File: src/itrb_pkg.sv
package itrb_pkg;

   // Frame and palette geometry.
   localparam int FRAME_WIDTH   = 384;
   localparam int FRAME_HEIGHT  = 224;
   localparam int BANK_COUNT    = 32;
   localparam int PENS_PER_BANK = 16;

   localparam int LANES     = 8;
   localparam int PEN_W     = 4;
   localparam int COLOR_W   = 16;
   localparam int COORD_W   = 11;
   localparam int ADDR_W    = 17;
   localparam int BANK_W    = 5;
   localparam int GROUP_W   = 3;
   localparam int ROW_W     = 3;
   localparam int META_W    = 8;
   localparam int PAL_DEPTH = BANK_COUNT * PENS_PER_BANK;
   localparam int PAL_AW    = $clog2(PAL_DEPTH);
   localparam int YW        = $clog2(FRAME_HEIGHT);

   localparam int REQ_TDATA_W = 88;
   localparam int RSP_TDATA_W = 48;

   localparam int QUEUE_DEPTH = 4;
   localparam int QUEUE_AW    = $clog2(QUEUE_DEPTH);

   typedef enum logic {
      ACT_PAL_WRITE = 1'b0,
      ACT_BLIT      = 1'b1
   } action_type;

   typedef logic [PAL_AW-1:0] pal_addr_type;
   typedef pal_addr_type bank_table_type [2**BANK_W];

   // Request payload, last field in the lowest bits.
   typedef struct packed {
      logic                 pad;
      logic [COLOR_W-1:0]   write_color;
      logic [PEN_W-1:0]     pen_index;
      logic                 meta_enable;
      logic [GROUP_W-1:0]   pri_group;
      logic [BANK_W-1:0]    pal_bank;
      logic                 flip_x;
      logic [ROW_W-1:0]     row;
      logic [COORD_W-1:0]   dst_y;
      logic [COORD_W-1:0]   dst_x;
      logic [31:0]          row_pixels;
   } req_data_type;

   // Result payload, last field in the lowest bits.
   typedef struct packed {
      logic [6:0]           pad;
      logic [META_W-1:0]    meta_byte;
      logic [COLOR_W-1:0]   pixel_color;
      logic [ADDR_W-1:0]    pixel_address;
   } rsp_data_type;

   // One classified request as it waits between front and back.
   typedef struct packed {
      logic                          is_write;
      pal_addr_type                  pal_addr;
      logic [COLOR_W-1:0]            color;
      logic [LANES-1:0]              mask;
      logic [LANES-1:0][PEN_W-1:0]   pens;
      logic [COORD_W-1:0]            x0;
      logic [ADDR_W-1:0]             row_base;
      logic                          meta_en;
      logic [GROUP_W-1:0]            group;
   } cmd_type;

   typedef struct packed {
      logic full;
      logic empty;
   } queue_status_type;

   // Palette base address of each bank code, with the bank taken modulo
   // the number of banks.
   function automatic bank_table_type make_bank_base();
      bank_table_type t;
      for (int i = 0; i < 2**BANK_W; i++) begin
         t[i] = PAL_AW'((i % BANK_COUNT) * PENS_PER_BANK);
      end
      return t;
   endfunction

   localparam bank_table_type BANK_BASE = make_bank_base();

endpackage

File: src/itrb_front.sv
module itrb_front (
   input  logic                             req_accept,
   input  logic [itrb_pkg::REQ_TDATA_W-1:0] req_tdata,
   input  logic                             req_tuser,
   output logic                             push,
   output itrb_pkg::cmd_type                cmd
);

   itrb_pkg::req_data_type                                  req;
   logic [itrb_pkg::COORD_W:0]                              py;
   logic [itrb_pkg::COORD_W:0]                              px [itrb_pkg::LANES];
   logic                                                    y_ok;
   logic [itrb_pkg::LANES-1:0]                              mask;
   logic [itrb_pkg::LANES-1:0][itrb_pkg::PEN_W-1:0]         pens;
   logic [2:0]                                              src;
   logic [7:0]                                              byte_val;
   logic                                                    is_write;

   assign req      = itrb_pkg::req_data_type'(req_tdata);
   assign is_write = (itrb_pkg::action_type'(req_tuser) == itrb_pkg::ACT_PAL_WRITE);

   // Screen row: sign-extended tile y plus the row within the tile.
   assign py   = {req.dst_y[itrb_pkg::COORD_W-1], req.dst_y} +
                 (itrb_pkg::COORD_W+1)'(req.row);
   assign y_ok = !py[itrb_pkg::COORD_W] &&
                 (py < (itrb_pkg::COORD_W+1)'(itrb_pkg::FRAME_HEIGHT));

   // Pens in destination order; each lane checks its own column.
   always_comb begin
      for (int c = 0; c < itrb_pkg::LANES; c++) begin
         src      = req.flip_x ? 3'(7 - c) : 3'(c);
         byte_val = req.row_pixels[src[2:1]*8 +: 8];
         pens[c]  = src[0] ? byte_val[3:0] : byte_val[7:4];
         px[c]    = {req.dst_x[itrb_pkg::COORD_W-1], req.dst_x} + (itrb_pkg::COORD_W+1)'(c);
         mask[c]  = y_ok && !px[c][itrb_pkg::COORD_W] &&
                    (px[c] < (itrb_pkg::COORD_W+1)'(itrb_pkg::FRAME_WIDTH)) &&
                    (pens[c] != '0);
      end
   end

   // A row carries only the bank base; the back end adds each pixel's pen.
   always_comb begin
      cmd          = '0;
      cmd.is_write = is_write;
      cmd.pal_addr = itrb_pkg::BANK_BASE[req.pal_bank] |
                     itrb_pkg::PAL_AW'(is_write ? req.pen_index : '0);
      cmd.color    = req.write_color;
      cmd.mask     = mask;
      cmd.pens     = pens;
      cmd.x0       = req.dst_x;
      cmd.row_base = itrb_pkg::ADDR_W'(py[itrb_pkg::YW-1:0] *
                                       itrb_pkg::ADDR_W'(itrb_pkg::FRAME_WIDTH));
      cmd.meta_en  = req.meta_enable;
      cmd.group    = req.pri_group;
   end

   // Rows that write nothing never reach the back end.
   assign push = req_accept && (is_write || (mask != '0));

endmodule

File: config.mk
export PLATFORM = sky130hd
export DESIGN_NAME = itrb_front
export DESIGN_NICKNAME = d
export VERILOG_FILES = /design/src/itrb_pkg.sv /design/src/itrb_front.sv
export SDC_FILE = /design/constraint.sdc
export NUM_CORES = 1
export LEC_CHECK = 0
export ABC_AREA = 1
export BUFFER_PORTS_ARGS = -buffer_cell sky130_fd_sc_hd__buf_2
export CORE_MARGIN = 4
export CORE_UTILIZATION = 39
export DETAILED_ROUTE_END_ITERATION = 10
export PLACE_DENSITY = 0.84
export SLEW_MARGIN = 20
export SYNTH_ARGS = -nofsm -noshare
export SYNTH_HDL_FRONTEND = slang
export SYNTH_SLANG_ARGS = --single-unit
File: constraint.sdc
create_clock -name vclk -period 3.85
set_input_delay 0.77 -clock vclk [all_inputs]
set_output_delay 0.77 -clock vclk [all_outputs]
set_load 0.1 [all_outputs]
==> flow_summary.yaml, run 1 <==
run_status:
  status: "complete, but fails checks"
  violations: "negative setup slack"
critical_path:
  crit_path_max_fanout: 3
  cp.required_ns: 3.08
  critPathLaunchType: "primary input"
  critPathKind: "primary input to output port"
  cp-end-kind: "output port"
  worstPathArrival_ns: 3.22
detailed_routing:
  wl_met1_um: 2670
  wl_met3_um: 633
  post_drt_wl_per_cell_um: 13.3
  met2_length_um: 4130
  dr.pass1.iters: 4
  antenna_left: 0
  drt_first_iter_violations: 90
  drcViolationCount: 0
  vias: 2774
  routed.top_layer: "met4"
  routed_via_density: 4.87
  wirelength_um: 7600
synth:
  ys_warn_count: 0
  synthCells: 387
  synth_largest_area_cell: "nand2_1"
  yosysSeqAreaShare_pct: 0
  yosys-top-cells-area: "nand2_1 (20%), buf_4 (17%), inv_1 (10%)"
  synth_area_um2: 2030
  synthDistinctLibCells: 32
  syn_avg_cell_area_um2: 5.24
  synth.top_cell.area_share_pct: 20.0
floorplanning:
  core_um2: 4880
  die_w_um: 80.1
  dieArea_um2: 6420
  start_util_pct: 41.6
  die_h_um: 80.1
  row_count: 25
  io_pins: 189
finish:
  antenna-diode-count: 0
  design_area_um2: 3400
  regArea_um2: 0
  synthToLayoutAreaGrowth_pct: 67.7
  seq_cell_count: 0
  drive_gt1_share_pct: 48.5
  layout.nets: 609
  clockBufferCount: 0
  utilization_pct: 69.7
grt:
  grt_start_max_net_pins: 41
  grt_pass1_vias: 2708
  overflow: 0
  antenna_found_initial: 0
  grt_first_pass_wirelength_um: 11800
  grt_util_all_layers_pct: 22.3
placed_design:
  pre_cts_ws_ns: -0.235
  gp_routability_congestion: 0.942
  io_buffer_count: 131
  dpl_cell_area_um2: 3160
  dp_hpwl_um: 6170
timing:
  setup_ws_ns: -0.136
  period_needed_ns: 3.99
  setup_viol_count_final: 6
  finalSetupTns_ns: -0.425
  finalCritPeriodShare_pct: 104
  rsz0062_at_grt: "yes"
  hold_ws_ns: 1.54
  fmax_ghz: 0.251
  hold_violations: 0
  drv_slew: 0
power:
  power_density_nw_per_um2: 390
  power_leakage_nw: 1.84
  vdd_drop_max_mv: 0.454
hold_path:
  hold_class: "primary input to output port"
run:
  cap_violations: 0
cells in the final DEF, fill, tap and decap left out, types with 4 or more instances in the layout:
| cell | instances |
|---|---|
| conb_1 | 7 |
| buf_12 | 17 |
| nand2_1 | 103 |
| ha_1 | 5 |
| inv_1 | 53 |
| nor2_1 | 43 |
| ha_4 | 7 |
| nor3_4 | 4 |
| buf_4 | 28 |
| nor2_2 | 6 |
| buf_2 | 112 |
| o21ai_1 | 5 |
| o21ai_2 | 25 |
| nor2_4 | 5 |
| nand3_1 | 21 |
| buf_6 | 5 |
| a21oi_1 | 5 |
| o21ai_0 | 6 |
| xor2_2 | 4 |
| nand2_2 | 4 |
| xor2_4 | 4 |
where the power goes:
group	total (W)	switching, W	internal [W]
Combinational	0.00133	0.000920	0.000408
Sequential	0	0	0
Clock	0	0	0
stage by stage:
step | instances | power [W]
floorplan | 393 | 0.00104
global placement | 563 | 0.00122
detailed placement | 563 | 0.00125
CTS | 569 | 0.00129
global route | 570 | 0.00138
finish | 570 | 0.00133
kinds of logic (layout without fill, tap and decap cells):
kind of cell    count (synthesis)  in the layout  share of synthesized area (%)
compound gates                 52             52                           14.6
other cells                     1              7                          0.185
buf+inv                       112            222                           30.9
simple gates                  197            197                           40.2
fa+ha+maj                      14             14                           9.37
xor+xnor                       11             11                           4.75
worst max-delay path, cell delays in order:
cell      delay [ns]
buf_6           0.10
ha_4            0.15
fa_2            0.37
nand2_2         0.10
nand2_2         0.07
nand2_2         0.09
xor2_2          0.17
inv_2           0.08
ha_4            0.31
nand2_2         0.07
o21ai_4         0.17
a21oi_2         0.08
nor2_2          0.14
nor2_4          0.07
buf_6           0.12
o21bai_4        0.14
buf_12          0.19
repair_timing:
item | in CTS | in global routing
endpoints found under the setup margin | 5 | 11
buffers inserted | 7 | 1
hold buffers | 0 | 0
pin swaps | 23 | 7
resized for setup | 17 | 17
routing by layer:
metal  up-vias  GRT usage, %
li1       1384             -
met1      1230          23.6
met2       144          44.5
met3        16          3.25
met4         0          7.09
met5         -             0
synth_stat cells, types with 3 or more instances:
master	count
nand2_1	108
inv_1	56
nor2_1	51
buf_4	47
nand3_1	22
o21ai_1	20
o21ai_0	13
ha_1	12
xor2_1	9
a21oi_1	8
o21ai_2	5
buf_6	4
nor3_1	4
clkinv_1	3
nor2_2	3
final timing paths:
kind,cells after the start,end,startpoint,slack [ns]
setup / recovery,17,cmd[20],req_tdata[54],-0.14
hold / removal,0,cmd[94],req_tdata[60],1.54
final cells by class:
type	instances	area, um2
well taps	67	83.8
fillers	398	1480
inverters	60	228
repair buffers	162	1170
multi-input cells	281	1920
(Power assumes the default switching activity.)
==> run 2: changes to the inputs <==
--- a/config.mk
+++ b/config.mk
@@ -11,6 +11,7 @@
 export CORE_UTILIZATION = 39
 export DETAILED_ROUTE_END_ITERATION = 10
 export PLACE_DENSITY = 0.84
+export RECOVER_POWER = 50
 export SLEW_MARGIN = 20
 export SYNTH_ARGS = -nofsm -noshare
 export SYNTH_HDL_FRONTEND = slang
==> run 2 against run 1 <==
Compared with the run above: the run still ends with negative setup slack left; power fell by 0.14%; critical path depth did not move; sequential cell count unchanged; via count barely moved; non-clock buffer count unchanged; cell area is 0.59% lower; setup slack got worse by 0.0062 ns; largest power group unchanged.
==> flow_summary.yaml, run 2 (synthesis gave the netlist of run 1 again) <==
critical_path:
  critPathLaunchType: "primary input"
  crit_path_max_fanout: 3
  cp-startpoint: "req_tdata[54]"
  cp_slowest_stage_delay_ns: 0.37
  cp_slowest_cell: "fa_2"
  cp_cell_sequence: "buf_6, ha_4, fa_2, nand2_2, nand2_2, nand2_2, xor2_2, inv_2, ha_4, nand2_2, o21ai_4, a21oi_2, nor2_2, nor2_4, buf_6, o21bai_4, buf_12"
  cpMostUsedCell: "nand2_2"
  cp-end-kind: "output port"
  worstPathArrival_ns: 3.22
  cp.required_ns: 3.08
  critPathKind: "primary input to output port"
placed_design:
  dp_hpwl_um: 6170
  dpl_cell_area_um2: 3160
  io_buffer_count: 131
  gp_routability_congestion: 0.942
floorplanning:
  dieArea_um2: 6420
  die_w_um: 80.1
  start_util_pct: 41.6
  row_count: 25
  core_um2: 4880
  die_h_um: 80.1
  io_pins: 189
grt:
  antenna_found_initial: 0
  grt_start_max_net_pins: 41
  use_met1_pct: 23.6
  met2_usage_pct: 44.5
  use_met3_pct: 3.25
  overflow: 0
  grt_busiest_layer: "met2"
  grt_pass1_vias: 2708
  grt_first_pass_wirelength_um: 11800
  grt_util_all_layers_pct: 22.3
finish:
  design_area_um2: 3380
  final_common_cell: "nand2_1"
  antenna-diode-count: 0
  synthToLayoutAreaGrowth_pct: 66.7
  seq_cell_count: 0
  layout_common_cells: "nand2_1 (103), buf_2 (96), inv_1 (53)"
  num-fill-cells: 408
  clockBufferCount: 0
  layout.nets: 609
  drive_gt1_share_pct: 45.3
  regArea_um2: 0
detailed_routing:
  drcViolationCount: 0
  drt_first_iter_violations: 72
  routed_via_density: 4.87
  dr.pass1.iters: 4
  wirelength_um: 7650
  antenna_left: 0
  vias: 2775
  post_drt_wl_per_cell_um: 13.4
power:
  pwr-share-seq_pct: 0
  p_switching_w: 0.000921
  clkPwrFrac_pct: 0
  p_comb_share_pct: 100.0
  power_density_nw_per_um2: 392
  p_int_w: 0.000405
  p_sw_share_pct: 69.5
  power_leakage_nw: 1.79
  vdd_drop_max_mv: 0.455
timing:
  slew_headroom_pct: 21.5
  rsz0062_at_grt: "yes"
  period_needed_ns: 3.99
  fmax_ghz: 0.250
  hold_ws_ns: 1.54
  hold_violations: 0
  drv_slew: 0
  finalCritPeriodShare_pct: 104
  setup_ws_ns: -0.142
  setup_viol_count_final: 6
  finalSetupTns_ns: -0.446
  tightestPinTransition_ns: 1.18
hold_path:
  hp-start: "req_tdata[60]"
  hold-path-endpoint: "cmd[94]"
  hold_class: "primary input to output port"
  worstHoldPathCells: 0
run_status:
  violations: "negative setup slack"
  status: "complete, but fails checks"
run:
  cap_violations: 0
## run 2: cell type report
type | instances | area, um2 | area share, %
Tap cell | 67 | 83.8 | 2.48
Multi-Input combinational cell | 281 | 1920 | 56.9
Timing Repair Buffer | 162 | 1150 | 33.9
Inverter | 60 | 228 | 6.73
## run 2: power by group through the flow
stage | Combinational, W | Sequential (W) | Clock, W
floorplan | 0.00104 | 0 | 0
global placement | 0.00122 | 0 | 0
detailed placement | 0.00125 | 0 | 0
CTS | 0.00129 | 0 | 0
global route | 0.00138 | 0 | 0
finish | 0.00133 | 0 | 0
## run 2: per-stage QoR
stage / util [%] / std cells / total power, W / setup slack [ns]
6_report: 69.3 / 570 / 0.00133 / -0.142
5_1_grt: 69.3 / 570 / 0.00138 / -0.225
4_1_cts: 67.6 / 569 / 0.00129 / -0.115
3_5_place_dp: 64.8 / 563 / 0.00125 / -0.235
3_3_place_gp: 64.8 / 563 / 0.00122 / -0.0674
2_1_floorplan: - / 393 / 0.00104 / -0.285
## run 2: timing repair
item                       CTS  global route
setup buffers                7             1
resized for setup           17            17
pin swaps                   23             7
hold buffers                 0             0
setup endpoints to repair    5            11
## run 2: how the worst max path moves through the flow
stage,to,depth (start not counted)
6_report,cmd[20],17
5_1_grt,cmd[20],17
4_1_cts,cmd[20],17
3_3_place_gp,cmd[18],16
2_1_floorplan,cmd[69],7
3_5_place_dp,cmd[18],16
## run 2: layer usage
layer / share of wire (%) / vias up
met3: 8.2 / 16
met4: 2.2 / 0
li1: - / 1391
met1: 36 / 1232
met2: 54 / 136
met5: 0 / -
## run 2: worst max-delay path, delay by kind of cell
kind	cells	cell delay [ns]
compound gates	3	0.39
buf+inv	4	0.49
fa+ha+maj	3	0.83
xor+xnor	1	0.18
simple gates	6	0.55
