$ cat src/itrb_pkg.sv
package itrb_pkg;

   // Frame and palette geometry.
   localparam int FRAME_WIDTH   = 384;
   localparam int FRAME_HEIGHT  = 224;
   localparam int BANK_COUNT    = 32;
   localparam int PENS_PER_BANK = 16;

   localparam int LANES     = 8;
   localparam int PEN_W     = 4;
   localparam int COLOR_W   = 16;
   localparam int COORD_W   = 11;
   localparam int ADDR_W    = 17;
   localparam int BANK_W    = 5;
   localparam int GROUP_W   = 3;
   localparam int ROW_W     = 3;
   localparam int META_W    = 8;
   localparam int PAL_DEPTH = BANK_COUNT * PENS_PER_BANK;
   localparam int PAL_AW    = $clog2(PAL_DEPTH);
   localparam int YW        = $clog2(FRAME_HEIGHT);

   localparam int REQ_TDATA_W = 88;
   localparam int RSP_TDATA_W = 48;

   localparam int QUEUE_DEPTH = 4;
   localparam int QUEUE_AW    = $clog2(QUEUE_DEPTH);

   typedef enum logic {
      ACT_PAL_WRITE = 1'b0,
      ACT_BLIT      = 1'b1
   } action_type;

   typedef logic [PAL_AW-1:0] pal_addr_type;
   typedef pal_addr_type bank_table_type [2**BANK_W];

   // Request payload, last field in the lowest bits.
   typedef struct packed {
      logic                 pad;
      logic [COLOR_W-1:0]   write_color;
      logic [PEN_W-1:0]     pen_index;
      logic                 meta_enable;
      logic [GROUP_W-1:0]   pri_group;
      logic [BANK_W-1:0]    pal_bank;
      logic                 flip_x;
      logic [ROW_W-1:0]     row;
      logic [COORD_W-1:0]   dst_y;
      logic [COORD_W-1:0]   dst_x;
      logic [31:0]          row_pixels;
   } req_data_type;

   // Result payload, last field in the lowest bits.
   typedef struct packed {
      logic [6:0]           pad;
      logic [META_W-1:0]    meta_byte;
      logic [COLOR_W-1:0]   pixel_color;
      logic [ADDR_W-1:0]    pixel_address;
   } rsp_data_type;

   // One classified request as it waits between front and back.
   typedef struct packed {
      logic                          is_write;
      pal_addr_type                  pal_addr;
      logic [COLOR_W-1:0]            color;
      logic [LANES-1:0]              mask;
      logic [LANES-1:0][PEN_W-1:0]   pens;
      logic [COORD_W-1:0]            x0;
      logic [ADDR_W-1:0]             row_base;
      logic                          meta_en;
      logic [GROUP_W-1:0]            group;
   } cmd_type;

   typedef struct packed {
      logic full;
      logic empty;
   } queue_status_type;

   // Palette base address of each bank code, with the bank taken modulo
   // the number of banks.
   function automatic bank_table_type make_bank_base();
      bank_table_type t;
      for (int i = 0; i < 2**BANK_W; i++) begin
         t[i] = PAL_AW'((i % BANK_COUNT) * PENS_PER_BANK);
      end
      return t;
   endfunction

   localparam bank_table_type BANK_BASE = make_bank_base();

endpackage

$ cat src/itrb_queue.sv
module itrb_queue (
   input  logic                       clock,
   input  logic                       reset,
   input  logic                       push,
   input  itrb_pkg::cmd_type          push_cmd,
   input  logic                       pop,
   output itrb_pkg::cmd_type          pop_cmd,
   output itrb_pkg::queue_status_type status
);

   itrb_pkg::cmd_type               entries_ff [itrb_pkg::QUEUE_DEPTH];
   logic [itrb_pkg::QUEUE_AW-1:0]   wr_ptr_ff, wr_ptr_in;
   logic [itrb_pkg::QUEUE_AW-1:0]   rd_ptr_ff, rd_ptr_in;
   logic [itrb_pkg::QUEUE_AW:0]     count_ff, count_in;

   assign status.full  = (count_ff == (itrb_pkg::QUEUE_AW+1)'(itrb_pkg::QUEUE_DEPTH));
   assign status.empty = (count_ff == '0);
   assign pop_cmd      = entries_ff[rd_ptr_ff];

   always_comb begin
      wr_ptr_in = push ? wr_ptr_ff + 1'b1 : wr_ptr_ff;
      rd_ptr_in = pop  ? rd_ptr_ff + 1'b1 : rd_ptr_ff;
      count_in  = count_ff + (itrb_pkg::QUEUE_AW+1)'(push) - (itrb_pkg::QUEUE_AW+1)'(pop);
   end

   always_ff @(posedge clock) begin
      if (reset) begin
         wr_ptr_ff <= '0;
         rd_ptr_ff <= '0;
         count_ff  <= '0;
      end else begin
         wr_ptr_ff <= wr_ptr_in;
         rd_ptr_ff <= rd_ptr_in;
         count_ff  <= count_in;
      end
   end

   always_ff @(posedge clock) begin
      if (push) begin
         entries_ff[wr_ptr_ff] <= push_cmd;
      end
   end

endmodule

$ cat config.mk
export PLATFORM = sky130hd
export DESIGN_NAME = itrb_queue
export DESIGN_NICKNAME = d
export VERILOG_FILES = /design/src/itrb_pkg.sv /design/src/itrb_queue.sv
export SDC_FILE = /design/constraint.sdc
export NUM_CORES = 1
export LEC_CHECK = 0
export ABC_CLOCK_PERIOD_IN_PS = 4730
export BUFFER_PORTS_ARGS = -buffer_cell sky130_fd_sc_hd__buf_4
export CORE_UTILIZATION = 57
export DETAILED_ROUTE_END_ITERATION = 8
export MAX_ROUTING_LAYER = met4
export PLACE_DENSITY_LB_ADDON = 0.2
export SLEW_MARGIN = 20
export SYNTH_ARGS = -nofsm -noshare
export SYNTH_HDL_FRONTEND = slang
export SYNTH_SLANG_ARGS = --single-unit
$ cat constraint.sdc
create_clock -name clock -period 4.73 [get_ports clock]
set_clock_uncertainty 0.05 [all_clocks]
set_input_delay 0 -clock clock [delete_from_list [all_inputs] [get_ports clock]]
set_output_delay 0 -clock clock [all_outputs]
set_load 0.01 [all_outputs]
==> impl_metrics.py, run 1 <==
metrics = {
    "outcome": {
        "outcome": "complete, no violations",
    },
    "die": {
        "die_x_um": 162,
        "core.rowCount": 58,
        "io_pins": 202,
        "core_um2": 25100,
        "die_h_um": 162,
        "initial_core_util": 0.580,
        "die-area_um2": 26200,
    },
    "power": {
        "power_frac_seq": 0.530,
        "peakVddDrop_mv": 0.282,
        "p_clk_frac": 0.356,
        "powerDensity_nw_per_um2": 420,
        "p_sw_w": 0.00166,
        "switching_share": 0.212,
        "p_int_w": 0.00619,
        "p_leak_nw": 6.39,
        "p_comb_frac": 0.114,
    },
    "synthesis": {
        "synth_top_area_cell": "edfxtp_1",
        "synth-main-ff-cell": "edfxtp_1",
        "syn-num-nets": 663,
        "yosys-top-cells-count": "392 x edfxtp_1, 98 x mux4_2, 11 x buf_2",
        "synth_top_area_share": 0.809,
        "synth_edf_count": 392,
        "ys_warn_count": 0,
        "synth_top_cells_by_area": "edfxtp_1 81%, mux4_2 15%, dfxtp_1 1.2%, ha_1 0.52%, buf_2 0.38%",
        "synth_seq_cells": 401,
        "yosysMostFrequentCell": "edfxtp_1",
        "synth_cell_type_count": 21,
        "synthArstFlopShare": 0,
        "avgSynthCellArea_um2": 26.3,
        "synth-seq-area-share": 0.821,
        "syn_inst": 554,
        "syn_area_um2": 14600,
    },
    "place": {
        "io_buffers": 201,
        "place.gp.congestion": 0.714,
        "place_inst": 1072,
        "dp_hpwl_um": 16000,
    },
    "worst_setup_path": {
        "crit_path_start_kind": "flip-flop",
        "critPathCaptureType": "output pin",
        "cp_max_fo": 48,
        "required_ns": 4.68,
        "cp.arrival_ns": 2.80,
        "path_class": "flip-flop to output pin",
    },
    "hold_path": {
        "worstHoldPathType": "primary input to flip-flop",
    },
    "sta": {
        "fin_tns_setup_ns": 0,
        "post-route-min-period_ns": 2.85,
        "max_slew_margin": 0.355,
        "rsz0062_at_grt": "no",
        "min_period_over_period": 0.602,
        "clock.fmax_mhz": 351,
        "setup_viol": 0,
        "tightest_slew_ns": 0.968,
        "slew_viol_final": 0,
        "finalHoldViolCount": 0,
    },
    "cells_and_area": {
        "final_nets": 997,
        "fin_cells": 1245,
        "syn2layout_area_growth_pct": 28.5,
        "num-fill-cells": 1399,
        "drive_gt1_frac": 0.397,
    },
    "routing": {
        "dr.pass1.iters": 5,
        "ant_nets": 0,
        "num_vias": 6999,
        "routed_wirelength_um": 28300,
        "wire_per_inst_um": 22.8,
        "viasPerCell": 5.62,
        "dr.first_iter.drc_count": 446,
        "drcViolationCount": 0,
    },
    "grt": {
        "grt_max_degree": 76,
        "grt-ovfl-total": 0,
        "grt_antenna_before_repair": 0,
        "track_usage": 0.226,
        "grt_pass1_wl_um": 42100,
        "grt_pass1_vias": 7431,
    },
    "clocking": {
        "clkSinkCount": 401,
        "cts_resized": 0,
        "postCtsHoldBufs": 102,
        "cts_made_buffers": 39,
        "cts_tree": "built",
        "cts_buffer_depth": 3,
        "clk_latency_ns": 0.51,
        "clockRootBuffer": "clkbuf_16",
        "clk_pin_slew_ns": 0.06,
        "htree_levels": 2,
        "post-cts-setup-buffers": 0,
    },
    "flow_run": {
        "drv_cap": 0,
    },
}
==> cells in the final DEF (no fill, tap or decap), types with 2 or more instances in the layout <==
| cell type | Yosys | final |
|---|---|---|
| dfxtp_1 | 9 | 7 |
| clkbuf_8 | 0 | 2 |
| and2_4 | 0 | 4 |
| xnor2_1 | 2 | 2 |
| edfxtp_1 | 392 | 392 |
| inv_1 | 6 | 6 |
| dfxtp_4 | 0 | 2 |
| nor2b_1 | 2 | 2 |
| clkbuf_16 | 0 | 41 |
| buf_16 | 0 | 4 |
| nor2_1 | 5 | 5 |
| clkbuf_1 | 7 | 13 |
| clkinv_1 | 0 | 9 |
| buf_4 | 0 | 209 |
| clkinv_2 | 0 | 2 |
| dlygate4sd3_1 | 0 | 102 |
| mux4_2 | 98 | 98 |
| ha_1 | 6 | 6 |
==> layout make-up <==
cell class	instances	area [um^2]	area share
inverters	6	22.5	0.00120
clock buffers	56	1100	0.0590
well taps	330	413	0.0221
clock inverters	11	43.8	0.00234
multi-input cells	125	2450	0.131
repair buffers	315	2700	0.144
flip-flops and latches	401	12000	0.640
diodes	1	2.50	0.000134
==> worst paths after layout <==
kind                start                end  slack (ns)  cells after the start
max reg2reg  wr_ptr_ff[1]  entries_ff[3][93]        2.35                      3
min           push_cmd[4]   entries_ff[1][4]        0.17                      2
max             flip-flop        pop_cmd[66]        1.88                      3
min reg2reg  rd_ptr_ff[1]          flip-flop        0.48                      2
==> metrics by stage <==
step	total power (W)	instance area (um^2)	hold WS [ns]	utilization	worst slack [ns]
6_report	0.00785	18700	0.175	0.745	1.88
5_1_grt	0.00812	18700	0.170	0.745	1.65
3_3_place_gp	0.00502	16400	0.148	0.654	2.29
2_1_floorplan	0.00465	14600	0.0216	-	1.40
3_5_place_dp	0.00505	16400	0.153	0.655	2.24
4_1_cts	0.00790	18600	0.158	0.741	1.79
==> cells by family (layout without fill, tap and decap cells) <==
kind of cell,count (synthesis),count (layout),synth area share
DFF,401,401,0.821
muxes,99,99,0.152
buffers and inverters,28,388,0.0110
and+or+nand+nor,14,14,0.00516
adders and majority gates,7,7,0.00653
xor gates and xnor gates,3,3,0.00284
AOI/OAI and AO/OA,2,2,0.00103
other,0,1,0
==> registers in the layout, summed over array words and instances (netlist names), named ones only <==
register    flops
count_ff        3
entries_ff    392
rd_ptr_ff       2
wr_ptr_ff       2
==> worst max-delay path, stage by stage, from the launching register on <==
cell	delay, ns
dfxtp_4	0.98
buf_4	0.49
mux4_2	0.60
buf_4	0.18
==> routing by layer <==
metal	up-vias	track usage	routed length, um
met1	3649	0.304	11500
met4	0	0.0725	652
met3	51	0.0447	1790
li1	3052	-	-
met2	247	0.355	14400
met5	-	-	0
==> power by group through the flow <==
stage | clock [W] | sequential [W] | combinational [W]
final | 0.00279 | 0.00416 | 0.000896
after global routing | 0.00299 | 0.00418 | 0.000952
after CTS | 0.00284 | 0.00417 | 0.000891
after detailed placement | 0 | 0.00424 | 0.000815
after global placement | 0 | 0.00424 | 0.000785
after floorplan | 0 | 0.00420 | 0.000447
Power figures use the tool's default switching activity.
==> inputs of run 2 (changes only) <==
- ABC_CLOCK_PERIOD_IN_PS: 4730 -> 2900
- clock period: 4.73 -> 2.9 ns (I/O delays scaled with it)
==> impl_metrics.py, run 2 (synthesis gave the netlist of run 1 again) <==
metrics = {
    "sta": {
        "finalHoldViolCount": 0,
        "setup_viol": 0,
        "fin_tns_setup_ns": 0,
        "post-route-min-period_ns": 2.45,
        "min_period_over_period": 0.845,
        "whs_ns": 0.183,
        "tightest_slew_ns": 0.634,
        "slew_viol_final": 0,
        "clock.fmax_mhz": 408,
        "max_slew_margin": 0.578,
        "rsz0062_at_grt": "no",
    },
    "clocking": {
        "clkSinkCount": 401,
        "cts_buffer_depth": 3,
        "htree_levels": 2,
        "post-cts-setup-buffers": 0,
        "clockRootBuffer": "clkbuf_16",
        "clk_latency_ns": 0.51,
        "cts_tree": "built",
        "cts_resized": 0,
        "postCtsHoldBufs": 102,
        "cts_made_buffers": 40,
        "clk_pin_slew_ns": 0.06,
    },
    "worst_setup_path": {
        "path_class": "flip-flop to output pin",
        "cp_slowest_cell": "dfxtp_4",
        "max_stage_delay_ns": 0.76,
        "cp_max_fo": 30,
        "crit_path_start_kind": "flip-flop",
        "required_ns": 2.85,
        "cp_cell_sequence": "buf_4 > mux4_2 > buf_4",
        "critPathCaptureType": "output pin",
        "cp.arrival_ns": 2.40,
        "crit_top_cell": "buf_4",
    },
    "power": {
        "switching_share": 0.209,
        "p_leak_nw": 6.48,
        "powerDensity_nw_per_um2": 699,
        "power_frac_seq": 0.513,
        "p_clk_frac": 0.375,
        "p_comb_frac": 0.111,
        "p_sw_w": 0.00276,
        "peakVddDrop_mv": 0.595,
        "p_int_w": 0.0104,
    },
    "hold_path": {
        "worstHoldPathType": "primary input to flip-flop",
    },
    "cells_and_area": {
        "multiInputGateArea_um2": 2450,
        "final_nets": 1004,
        "reg_top3": "entries_ff x392, count_ff x3",
        "num-fill-cells": 1392,
        "largest_reg_flops": 392,
        "syn2layout_area_growth_pct": 29.7,
        "regMostFlops": "entries_ff",
        "final-seq-area_um2": 12000,
        "mostFrequentLayoutCells": "392 x edfxtp_1, 212 x buf_4, 102 x dlygate4sd3_1",
        "drive_gt1_frac": 0.412,
        "final_common_cell": "edfxtp_1",
    },
    "outcome": {
        "outcome": "complete, no violations",
    },
    "routing": {
        "num_vias": 6958,
        "dr.pass1.iters": 5,
        "wire_per_inst_um": 22.3,
        "drcViolationCount": 0,
        "viasPerCell": 5.54,
        "routed_wirelength_um": 28000,
        "dr.first_iter.drc_count": 514,
        "ant_nets": 0,
    },
    "die": {
        "die_x_um": 162,
        "io_pins": 202,
        "die_h_um": 162,
        "initial_core_util": 0.580,
        "core.rowCount": 58,
        "core_um2": 25100,
        "die-area_um2": 26200,
    },
    "grt": {
        "grt_pass1_wl_um": 42900,
        "grt_max_degree": 49,
        "track_usage": 0.228,
        "grt-ovfl-total": 0,
        "grt_pass1_vias": 7550,
        "grt_antenna_before_repair": 2,
    },
    "place": {
        "place.gp.congestion": 0.734,
        "io_buffers": 201,
        "dp_hpwl_um": 16400,
    },
    "flow_run": {
        "drv_cap": 0,
    },
}
run 2: cell count changes in the layout (fill, tap and decap cells not counted):
| cell | before | now |
|---|---|---|
| buf_12 | 0 | 7 |
| buf_16 | 4 | 0 |
| buf_4 | 209 | 212 |
| bufinv_16 | 0 | 4 |
| clkbuf_1 | 13 | 8 |
| clkbuf_8 | 2 | 1 |
| clkinv_1 | 9 | 6 |
| clkinv_2 | 2 | 7 |
| clkinvlp_4 | 0 | 3 |
| diode_2 | 1 | 2 |
run 2: final cells by class:
class | count | area share
repair buffers | 321 | 0.146
clock buffers | 50 | 0.0567
inverters | 6 | 0.00119
flip-flops and latches | 401 | 0.634
diodes | 2 | 0.000265
well taps | 330 | 0.0219
multi-input cells | 125 | 0.130
clock inverters | 20 | 0.0106
run 2: metrics by stage:
| stage | setup slack (ns) | utilization | cell area [um^2] | instances | power [W] |
|---|---|---|---|---|---|
| global route | 0.261 | 0.752 | 18900 | 1255 | 0.0136 |
| CTS | 0.350 | 0.752 | 18900 | 1253 | 0.0133 |
| detailed placement | 0.917 | 0.660 | 16600 | 1081 | 0.00826 |
| finish | 0.451 | 0.752 | 18900 | 1255 | 0.0132 |
| global placement | 0.962 | 0.660 | 16600 | 1081 | 0.00820 |
| floorplan | 0.657 | - | 14600 | 554 | 0.00757 |
run 2: critical path, delay by kind of cell (launching register included):
kind,cells,cell delay [ns]
buffers and inverters,2,0.54
DFF,1,0.76
muxes,1,0.57
run 2: metal layers:
metal / up-vias / wire length, um / track usage
li1: 3063 / - / -
met1: 3589 / 11300 / 0.301
met2: 257 / 14300 / 0.369
met3: 49 / 1810 / 0.0442
met4: 0 / 564 / 0.0622
met5: - / 0 / -
run 2: power groups by stage:
stage	Sequential, W	Clock, W	Combinational [W]
after floorplan	0.00684	0	0.000731
after global placement	0.00687	0	0.00133
after detailed placement	0.00690	0	0.00136
after CTS	0.00678	0.00505	0.00149
after global routing	0.00680	0.00527	0.00157
final	0.00677	0.00495	0.00147
run 2: path summary, 6_finish.rpt:
kind           startpoint                 to  slack [ns]  cells after the start
min          push_cmd[26]  entries_ff[1][26]        0.18                      2
max reg2reg  wr_ptr_ff[1]  entries_ff[1][42]        1.04                      4
max             flip-flop        pop_cmd[38]        0.45                      3
min reg2reg  rd_ptr_ff[0]          flip-flop        0.49                      2
